File: config.mk
export PLATFORM = sky130hd
export DESIGN_NAME = pending_request_queue_with_cancel
export DESIGN_NICKNAME = d
export VERILOG_FILES = /design/src/sv/prq_pkg.sv /design/src/sv/pending_request_queue_with_cancel.sv
export VERILOG_INCLUDE_DIRS = /design/src /design/src/sv
export SDC_FILE = /design/constraint.sdc
export NUM_CORES = 1
export LEC_CHECK = 0
export ABC_AREA = 1
export BUFFER_PORTS_ARGS = -buffer_cell sky130_fd_sc_hd__buf_2
export CORE_UTILIZATION = 24
export DETAILED_ROUTE_END_ITERATION = 6
export GPL_ROUTABILITY_DRIVEN = 0
export MAX_ROUTING_LAYER = met4
export PLACE_DENSITY = 0.48
export SYNTH_ARGS = -nofsm -noshare
export SYNTH_HDL_FRONTEND = slang
export SYNTH_SLANG_ARGS = --single-unit
File: constraint.sdc
create_clock -name clk -period 3.6 [get_ports clk]
set_clock_uncertainty 0.05 [all_clocks]
set_input_delay 0.18 -clock clk [delete_from_list [all_inputs] [get_ports clk]]
set_output_delay 0.18 -clock clk [all_outputs]
set_load 0.05 [all_outputs]
File: src/sv/assert_macros.svh
// Assertion macros shared by the RTL.
`ifndef ASSERT_MACROS_SVH
`define ASSERT_MACROS_SVH

// Implication checked on every rising clock edge outside reset.
`define ASSERT_IMPL(label, clk, rst_n, pre, post) \
	label: assert property (@(posedge clk) disable iff (!rst_n) (pre) |-> (post)) \
	else $error("assertion failed");

// Next-cycle implication checked outside reset.
`define ASSERT_NEXT(label, clk, rst_n, pre, post) \
	label: assert property (@(posedge clk) disable iff (!rst_n) (pre) |=> (post)) \
	else $error("assertion failed");

`endif

File: src/sv/prq_pkg.sv
// Package for the pending request queue: sizes, commands and status codes.
package prq_pkg;
	localparam int QUEUE_DEPTH = 32;
	localparam int ID_WIDTH    = 16;
	localparam int PTR_W       = $clog2(QUEUE_DEPTH);
	localparam int CNT_W       = $clog2(QUEUE_DEPTH + 1);

	typedef enum logic [1:0] {
		CMD_ADD    = 2'd0,
		CMD_TAKE   = 2'd1,
		CMD_REMOVE = 2'd2,
		CMD_MARK   = 2'd3
	} cmd_t;

	typedef enum logic [1:0] {
		ST_OK       = 2'd0,
		ST_FULL     = 2'd1,
		ST_EMPTY    = 2'd2,
		ST_NOTFOUND = 2'd3
	} status_t;
endpackage

File: src/sv/pending_request_queue_with_cancel.sv
// Pending request queue with cancel: bounded FIFO with remove and mark by id.
// An add writes the id at the tail; a take skips dead entries at the head one by one and
// returns the first live id; mark and remove scan from the head until the id matches or
// the occupancy is reached, and a remove then moves each younger entry down one place.
// One word in flight; a held result stalls input, as the next word waits until it is taken.
// Reset clears count, head, dead bits and limit (to 16); the id RAM is not reset.
`include "assert_macros.svh"
module pending_request_queue_with_cancel (
	input  logic                          clk,
	input  logic                          arst_n,
	input  logic                          in_valid,
	output logic                          in_ready,
	input  logic [1:0]                    command,
	input  logic [15:0]                   circuit_id,
	output logic                          out_valid,
	input  logic                          out_ready,
	output logic [1:0]                    status,
	output logic [15:0]                   taken_id,
	output logic [5:0]                    occupancy,
	input  logic                          cfg_we,
	input  logic [5:0]                    cfg_wdata
);
	import prq_pkg::*;

	typedef enum logic [2:0] {
		S_IDLE, S_ADD, S_TAKE, S_SCAN, S_SHIFT_RD, S_SHIFT_WR, S_DONE
	} state_t;

	logic [ID_WIDTH-1:0] mem [QUEUE_DEPTH];
	logic [ID_WIDTH-1:0] rd_data_q;
	logic                rd_en;
	logic [PTR_W-1:0]    rd_addr;
	logic                wr_en;
	logic [PTR_W-1:0]    wr_addr;
	logic [ID_WIDTH-1:0] wr_data;

	state_t              state_q;
	logic [QUEUE_DEPTH-1:0] dead_q;
	logic [PTR_W-1:0]    head_q;
	logic [CNT_W-1:0]    count_q;
	logic [5:0]          limit_q;
	cmd_t                cmd_q;
	logic [ID_WIDTH-1:0] id_q;
	logic [CNT_W-1:0]    idx_q;
	logic [1:0]          status_q;
	logic [ID_WIDTH-1:0] taken_q;
	logic                out_valid_q;

	logic [PTR_W-1:0]    idx_phys;
	logic [PTR_W-1:0]    idx_next_phys;
	logic [PTR_W-1:0]    tail_phys;
	logic                in_fire;
	logic                limit_hit;

	assign in_fire       = in_valid && in_ready;
	assign in_ready      = (state_q == S_IDLE) && !out_valid_q;
	assign idx_phys      = head_q + idx_q[PTR_W-1:0];
	assign idx_next_phys = idx_phys + PTR_W'(1);
	assign tail_phys     = head_q + count_q[PTR_W-1:0];
	assign limit_hit     = (count_q == CNT_W'(QUEUE_DEPTH)) ||
		((count_q != '0) && ({1'b0, count_q} >= (CNT_W+1)'(limit_q)));

	always_comb begin
		rd_en   = 1'b0;
		rd_addr = idx_phys;
		wr_en   = 1'b0;
		wr_addr = tail_phys;
		wr_data = id_q;
		case (state_q)
			S_IDLE: begin
				rd_en   = in_fire;
				rd_addr = head_q;
			end
			S_ADD: wr_en = !limit_hit;
			// next head, needed when the current head is dead
			S_TAKE: begin
				rd_en   = 1'b1;
				rd_addr = head_q + PTR_W'(1);
			end
			S_SCAN: begin
				rd_en   = 1'b1;
				rd_addr = idx_next_phys;
			end
			S_SHIFT_RD: begin
				rd_en   = 1'b1;
				rd_addr = idx_next_phys;
			end
			S_SHIFT_WR: begin
				wr_en   = 1'b1;
				wr_addr = idx_phys;
				wr_data = rd_data_q;
			end
			default: ;
		endcase
	end

	always_ff @(posedge clk) begin
		if (wr_en)
			mem[wr_addr] <= wr_data;
		if (rd_en)
			rd_data_q <= mem[rd_addr];
	end

	always_ff @(posedge clk or negedge arst_n) begin
		if (!arst_n) begin
			state_q     <= S_IDLE;
			dead_q      <= '0;
			head_q      <= '0;
			count_q     <= '0;
			limit_q     <= 6'd16;
			out_valid_q <= 1'b0;
			cmd_q       <= CMD_ADD;
			idx_q       <= '0;
			id_q        <= '0;
			taken_q     <= '0;
			status_q    <= ST_OK;
		end else begin
			if (cfg_we)
				limit_q <= cfg_wdata;
			if (out_valid_q && out_ready)
				out_valid_q <= 1'b0;
			case (state_q)
				S_IDLE: begin
					if (in_fire) begin
						cmd_q    <= cmd_t'(command);
						id_q     <= circuit_id;
						idx_q    <= '0;
						taken_q  <= '0;
						status_q <= ST_OK;
						case (cmd_t'(command))
							CMD_ADD:  state_q <= S_ADD;
							CMD_TAKE: state_q <= S_TAKE;
							default:  state_q <= S_SCAN;
						endcase
					end
				end
				S_ADD: begin
					if (limit_hit) begin
						status_q <= ST_FULL;
					end else begin
						dead_q[tail_phys] <= 1'b0;
						count_q <= count_q + CNT_W'(1);
					end
					state_q <= S_DONE;
				end
				S_TAKE: begin
					if (count_q == '0) begin
						status_q <= ST_EMPTY;
						state_q  <= S_DONE;
					end else begin
						dead_q[head_q] <= 1'b0;
						head_q  <= head_q + PTR_W'(1);
						count_q <= count_q - CNT_W'(1);
						if (dead_q[head_q]) begin
							if (count_q == CNT_W'(1)) begin
								status_q <= ST_EMPTY;
								state_q  <= S_DONE;
							end else begin
								state_q <= S_TAKE;
							end
						end else begin
							taken_q <= rd_data_q;
							state_q <= S_DONE;
						end
					end
				end
				S_SCAN: begin
					if (idx_q >= count_q) begin
						status_q <= ST_NOTFOUND;
						state_q  <= S_DONE;
					end else if (rd_data_q == id_q) begin
						if (cmd_q == CMD_MARK) begin
							dead_q[idx_phys] <= 1'b1;
							state_q <= S_DONE;
						end else if (idx_q + CNT_W'(1) >= count_q) begin
							dead_q[idx_phys] <= 1'b0;
							count_q <= count_q - CNT_W'(1);
							state_q <= S_DONE;
						end else begin
							state_q <= S_SHIFT_WR;
						end
					end else begin
						idx_q <= idx_q + CNT_W'(1);
					end
				end
				S_SHIFT_RD: state_q <= S_SHIFT_WR;
				S_SHIFT_WR: begin
					dead_q[idx_phys] <= dead_q[idx_next_phys];
					idx_q <= idx_q + CNT_W'(1);
					if (idx_q + CNT_W'(2) >= count_q) begin
						count_q <= count_q - CNT_W'(1);
						state_q <= S_DONE;
					end else begin
						state_q <= S_SHIFT_RD;
					end
				end
				S_DONE: begin
					out_valid_q <= 1'b1;
					state_q     <= S_IDLE;
				end
				default: state_q <= S_IDLE;
			endcase
		end
	end

	assign out_valid = out_valid_q;
	assign status    = status_q;
	assign taken_id  = taken_q;
	assign occupancy = 6'(count_q);

	`ASSERT_IMPL(a_count_max, clk, arst_n, 1'b1, count_q <= CNT_W'(QUEUE_DEPTH))
	`ASSERT_IMPL(a_no_in_busy, clk, arst_n, state_q != S_IDLE, !in_ready)
	`ASSERT_NEXT(a_done_valid, clk, arst_n, state_q == S_DONE, out_valid_q)
endmodule
### After elaboration in Yosys (flattened, before gate mapping)

Memories as Yosys holds them, arrays and structs flattened. A register that Yosys moved wholly into a read port is not among the register bits.
Cells that the tools add are included.

| operators by class | value |
|---|---|
| mux-type cells | 61 |
| $mul | 0 |
| shift operators | 0 |
| eq/ne operators | 27 |
| order comparisons | 11 |
| bitwise operators | 8 |
| add/subtract/negate cells | 8 |
| reductions and logical operators | 29 |
| div/mod/pow operators | 0 |

Operators by type and width:

| kind | number |
|---|---|
| $mux 32 | 6 |
| $pmux 32 s4 | 1 |
| $and 32x32->32 | 3 |
| $not 32->32 | 3 |
| $mux 16 | 4 |
| $mux 6 | 10 |
| $bwmux 32 | 1 |
| $or 32x32->32 | 1 |
| $pmux 16 s2 | 1 |
| $ge 6x6->1 | 4 |
| $lt 5x6->1 const B | 4 |
| $ne 2x2->1 const B | 12 |
| $pmux 6 s4 | 1 |
| $mux 2 | 9 |
| $mux 3 | 6 |
| $pmux 3 s6 | 1 |
| $pmux 6 s3 | 1 |
| $eq 16x16->1 | 1 |
| $demux 1 s5 | 3 |
| $ge 5x1->1 const B | 3 |
| $pmux 5 s3 | 1 |
| $add 6x1->6 const B | 2 |
| $ne 3x3->1 const B | 4 |
| $reduce_and 6->1 | 2 |
| 33 further kinds | 60 |

| storage, ports and cells | value |
|---|---|
| memory bits (writable) | 512 |
| memory bits (read-only) | 0 |
| memories | 1 |
| bits of input ports | 29 |
| output and inout bits | 26 |
| bits in latches | 0 |
| logic and storage cells | 156 |
| register bits | 95 |

Memories:

| memory | words | bits a word | read ports | clocked after Yosys merged registers in | wr ports | RTL line | source |
|---|---|---|---|---|---|---|---|
| mem | 32 | 16 | 1 | 1 | 1 | pending_request_queue_with_cancel.sv:29 | `logic [ID_WIDTH-1:0] mem [QUEUE_DEPTH];` |

### Longest topological paths before layout

| depth | value |
|---|---|
| depth in word-level cells | 12 |
| mapped depth | 21 |
| depth with buffers taken out | 19 |

### Least setup slack after synthesis

Ideal clock, no wire load.

| timing | value |
|---|---|
| path type | reg2reg |
| start | register count_q[0], in the netlist occupancy[0] |
| end | memory mem[29][0] (enable) |
| setup time | 0.389 ns |
| arrival time | 3.048 ns |
| buffers on the path | 0 |
| period minus slack after synthesis | 3.487 ns |
| required time | 3.161 ns |
| stages on the path, launching flop included | 10 |
| path slack | 0.113 ns |
| cells stage by stage | dfrtp_1 > ha_1 > fa_1 > xor2_1 > inv_1 > nand2_1 > o21ai_1 > inv_1 > nand3_1 > nor2_1 |

| on the way | value |
|---|---|
| cells in the longest elaborated chain, start to end | 7 |
| elaborated cells between the ends (all ways) | 11 |
| classes of those cells | add/sub (1); order compare (1); eq/ne (1); mux (4); reduce/logical (4) |

Ends and longest elaborated chain:

| element | RTL line | source |
|---|---|---|
| from (decl) | pending_request_queue_with_cancel.sv:40 | `logic [CNT_W-1:0] count_q;` |
| from (signal assigned) | pending_request_queue_with_cancel.sv:142 | `count_q <= count_q + CNT_W'(1);` |
| from (signal assigned) | pending_request_queue_with_cancel.sv:153 | `count_q <= count_q - CNT_W'(1);` |
| from (signal assigned) | pending_request_queue_with_cancel.sv:177 | `count_q <= count_q - CNT_W'(1);` |
| $ge 6x6->1 / $reduce_bool 6->1 (equally long branches) | pending_request_queue_with_cancel.sv:61 | `((count_q != '0) && ({1'b0, count_q} >= (CNT_W+1)'(limit_q)));` |
| $logic_and 1x1->1 | pending_request_queue_with_cancel.sv:61 |  |
| $logic_or 1x1->1 | pending_request_queue_with_cancel.sv:60 | `assign limit_hit = (count_q == CNT_W'(QUEUE_DEPTH)) \|\|` |
| $logic_not 1->1 | pending_request_queue_with_cancel.sv:74 | `S_ADD: wr_en = !limit_hit;` |
| $pmux 1 s2 | pending_request_queue_with_cancel.sv:69 | `case (state_q)` |
| $mux 1 | pending_request_queue_with_cancel.sv:98 | `if (wr_en)` |
| $mux 1 (implied by the code) | pending_request_queue_with_cancel.sv:99 | `mem[wr_addr] <= wr_data;` |
| to (decl) | pending_request_queue_with_cancel.sv:29 |  |

Parallel ways exist; a longest one is shown, timed or not.

### Worst setup path after layout

| timing | value |
|---|---|
| start | register head_q[0] |
| end | register rd_data_q[4], read port of mem (data pin) |

| on the way | value |
|---|---|
| cells in the longest elaborated chain, start to end | 3 |
| elaborated cells between the ends (all ways) | 4 |
| classes of those cells | add/sub (3); mux (1) |

Ends and longest elaborated chain:

| element | RTL line | source |
|---|---|---|
| from (decl) | pending_request_queue_with_cancel.sv:39 | `logic [PTR_W-1:0] head_q;` |
| from (signal assigned) | pending_request_queue_with_cancel.sv:152 | `head_q <= head_q + PTR_W'(1);` |
| $add 5x5->5 | pending_request_queue_with_cancel.sv:57 | `assign idx_phys = head_q + idx_q[PTR_W-1:0];` |
| $add 5x1->5 | pending_request_queue_with_cancel.sv:58 | `assign idx_next_phys = idx_phys + PTR_W'(1);` |
| $pmux 5 s3 (*) | pending_request_queue_with_cancel.sv:69 |  |
| to (decl) | pending_request_queue_with_cancel.sv:30 | `logic [ID_WIDTH-1:0] rd_data_q;` |

Every way passes the cells marked *; elsewhere a longest branch is shown, timed or not.
A chain may end at the register's enable or synchronous reset.

==> impl_metrics.tcl <==
set metrics [dict create \
    hpwl_microns 65100 \
    cts_tree "yes" \
    ios 55 \
    end_kind "register" \
    cts_sinks 623 \
    period_needed_ps 3400 \
    fin_util_pct 29.4 \
    ys_seq_elements 623 \
    dieArea_sq_um 129000 \
    post_drt_wl_per_cell_microns 19.9 \
    clkTransAtPathRegs_ps 60 \
    cts_root_buf "clkbuf_16" \
    synthesis.area_sq_um 30600 \
    final_cell_mix "nand2_1 (920), nand3_1 (661), edfxtp_1 (528)" \
    finalSetupViolCount 0 \
    htree_levels 3 \
    regArea_sq_um 18200 \
    row_count 130 \
    grt_usage_pct 15.9 \
    cap_violations 0 \
    drive_gt1_share_pct 12.0 \
    cp-start-kind "register" \
    ys_types 47 \
    avgSynthCellArea_sq_um 9.35 \
    cts_made_buffers 72 \
    grt_pass1_vias 22500 \
    portBuffers 54 \
    rsz0062_at_grt "no" \
    relSlewSlack_pct 6.61 \
    synth_seq_area_share_pct 59.6 \
    yosys_warnings 0 \
    hold_viol_final 0 \
    fillerInstances 13100 \
    async_flop_share_pct 15.2 \
    required_ps 4070 \
    worst_pin_slew_ps 1400 \
    ys.flop_type "edfxtp_1" \
    grt_max_degree 88 \
    fp.dieH_microns 359 \
    syn_inst 3271 \
    vias_per_cell 4.60 \
    first_pass_iters 6 \
    mostFrequentLayoutCell "nand2_1" \
    antenna_left 0 \
    area.growth.synth_to_final_pct 21.4 \
    num-nets-final 3513 \
    crit_type "register to register" \
    synth_edf_count 528 \
    grt_pass1_wl_microns 151000 \
    status "finished, final reports clean" \
    synth_nets 3347 \
    cts_buffer_depth 3 \
    die-width_microns 359 \
    drc 0 \
    drt_iter0_markers 2186 \
    grt_overflow 0 \
    worstPathArrival_ps 3870 \
    multiInputGateArea_sq_um 10300 \
    wl_microns 102000 \
    hold_class "input port to asynchronous set/reset pin" \
    worstPathMaxFanout 18 \
    maxSlewViolCount 0 \
    vias 23700 \
    coreArea_sq_um 126000 \
    min_period_over_period_pct 94.5 \
    max_freq_mhz 294 \
    antenna_found_initial 1 \
    clock_latency_ps 640 \
    start_util_pct 24.3 \
]
what timing repair did:
action	4_1_cts	5_1_grt
gates cloned	2	5
pin swaps	2	3
hold buffers	39	0
gates resized for setup	3	18
endpoints found under the setup margin	2	40
hold endpoints to repair	87	0
setup buffers	0	5
cells in the mapped netlist, drive strengths merged (2+ instances only):
cell type,n,area [sq um]
dfrtp,94,2350
a21o,3,22.5
buf,149,787
mux2i,2,20.0
nor2,106,429
nand3b,49,368
ha,45,563
o211ai,12,90.1
and3,4,25.0
clkbuf,30,114
xnor2,6,67.6
nand4,12,75.1
nand2,930,3500
o21ai,141,713
nor3,16,110
fa,2,40.0
o22ai,5,31.3
nand3,668,3350
a21oi,60,304
edfxtp,528,15900
o21a,4,30.0
inv,367,1380
xor2,28,245
path summary, 6_finish.rpt:
path	start	slack, ps	depth (start not counted)	end
worst min register to register	dead_q[19]	430	2	dead_q[19]
max in group asynchronous	arst_n	2410	3	id_q[1]
worst max register to register	head_q[0]	200	16	rd_data_q[4]
worst min-delay path	arst_n	210	2	dead_q[30]
worst max-delay path	head_q[0]	200	16	rd_data_q[4]
min in group clk	out_ready	220	3	out_valid
routing by layer:
layer	routed length (microns)	track usage (%)
met4	2290	4.29
met5	0	-
met2	49400	25.8
met3	5140	1.71
met1	45500	20.9
final cells by class:
class                   count  share of cell area [%]
flip-flops and latches    623                    49.1
multi-input cells        2103                    27.8
repair buffers            269                    7.44
well taps                1650                    5.56
clock buffers              94                    5.10
inverters                 368                    3.73
clock inverters            36                    1.21
diodes                      1                 0.00674
registers in the layout, summed over array words and instances (netlist names), 3 cells and up:
register	flops
mem	512
dead_q	32
id_q	16
rd_data_q	16
taken_id	16
idx_q	6
limit_q	6
occupancy	6
head_q	5
state_q	3
critical path, stage by stage (launching register included):
cell     delay [ps]
dfrtp_1         370
ha_1            180
inv_1            60
fa_1            570
inv_2            80
ha_4            290
nor2_4           60
buf_4           150
o21ai_4         240
buf_12          210
buf_4           210
nand3_1         100
nand3_1         130
nand3_1         190
nand2_1         210
nand2_1          90
nand2_1          70
cell families (layout without fill, tap and decap cells):
kind of cell               Yosys count  in the layout  share of synthesized area, %
AOI/OAI and AO/OA                  229            231                          4.01
xor gates and xnor gates            34             34                          1.02
adders and majority gates           47             47                          1.97
buffers and inverters              547            767                          7.46
DFF                                623            623                          59.6
muxes                                3              3                         0.102
other                                0              1                             0
and+or+nand+nor                   1788           1788                          25.8
through the flow:
stage          cell area, sq um  TNS, ps  hold slack [ps]  cells  setup WS [ps]
4_1_cts                   36900        0              205   5133           6.73
3_5_place_dp              34100    -10.6              326   4962          -10.6
3_3_place_gp              34100        0              332   4962           5.71
2_1_floorplan             30600        0             -166   3271            113
5_1_grt                   37100        0              249   5143           10.6
6_report                  37100        0              209   5144            199
Power is left out: the tool's default activity adds up to more than one toggle a clock period on the data nets, which glitch-free logic cannot reach.
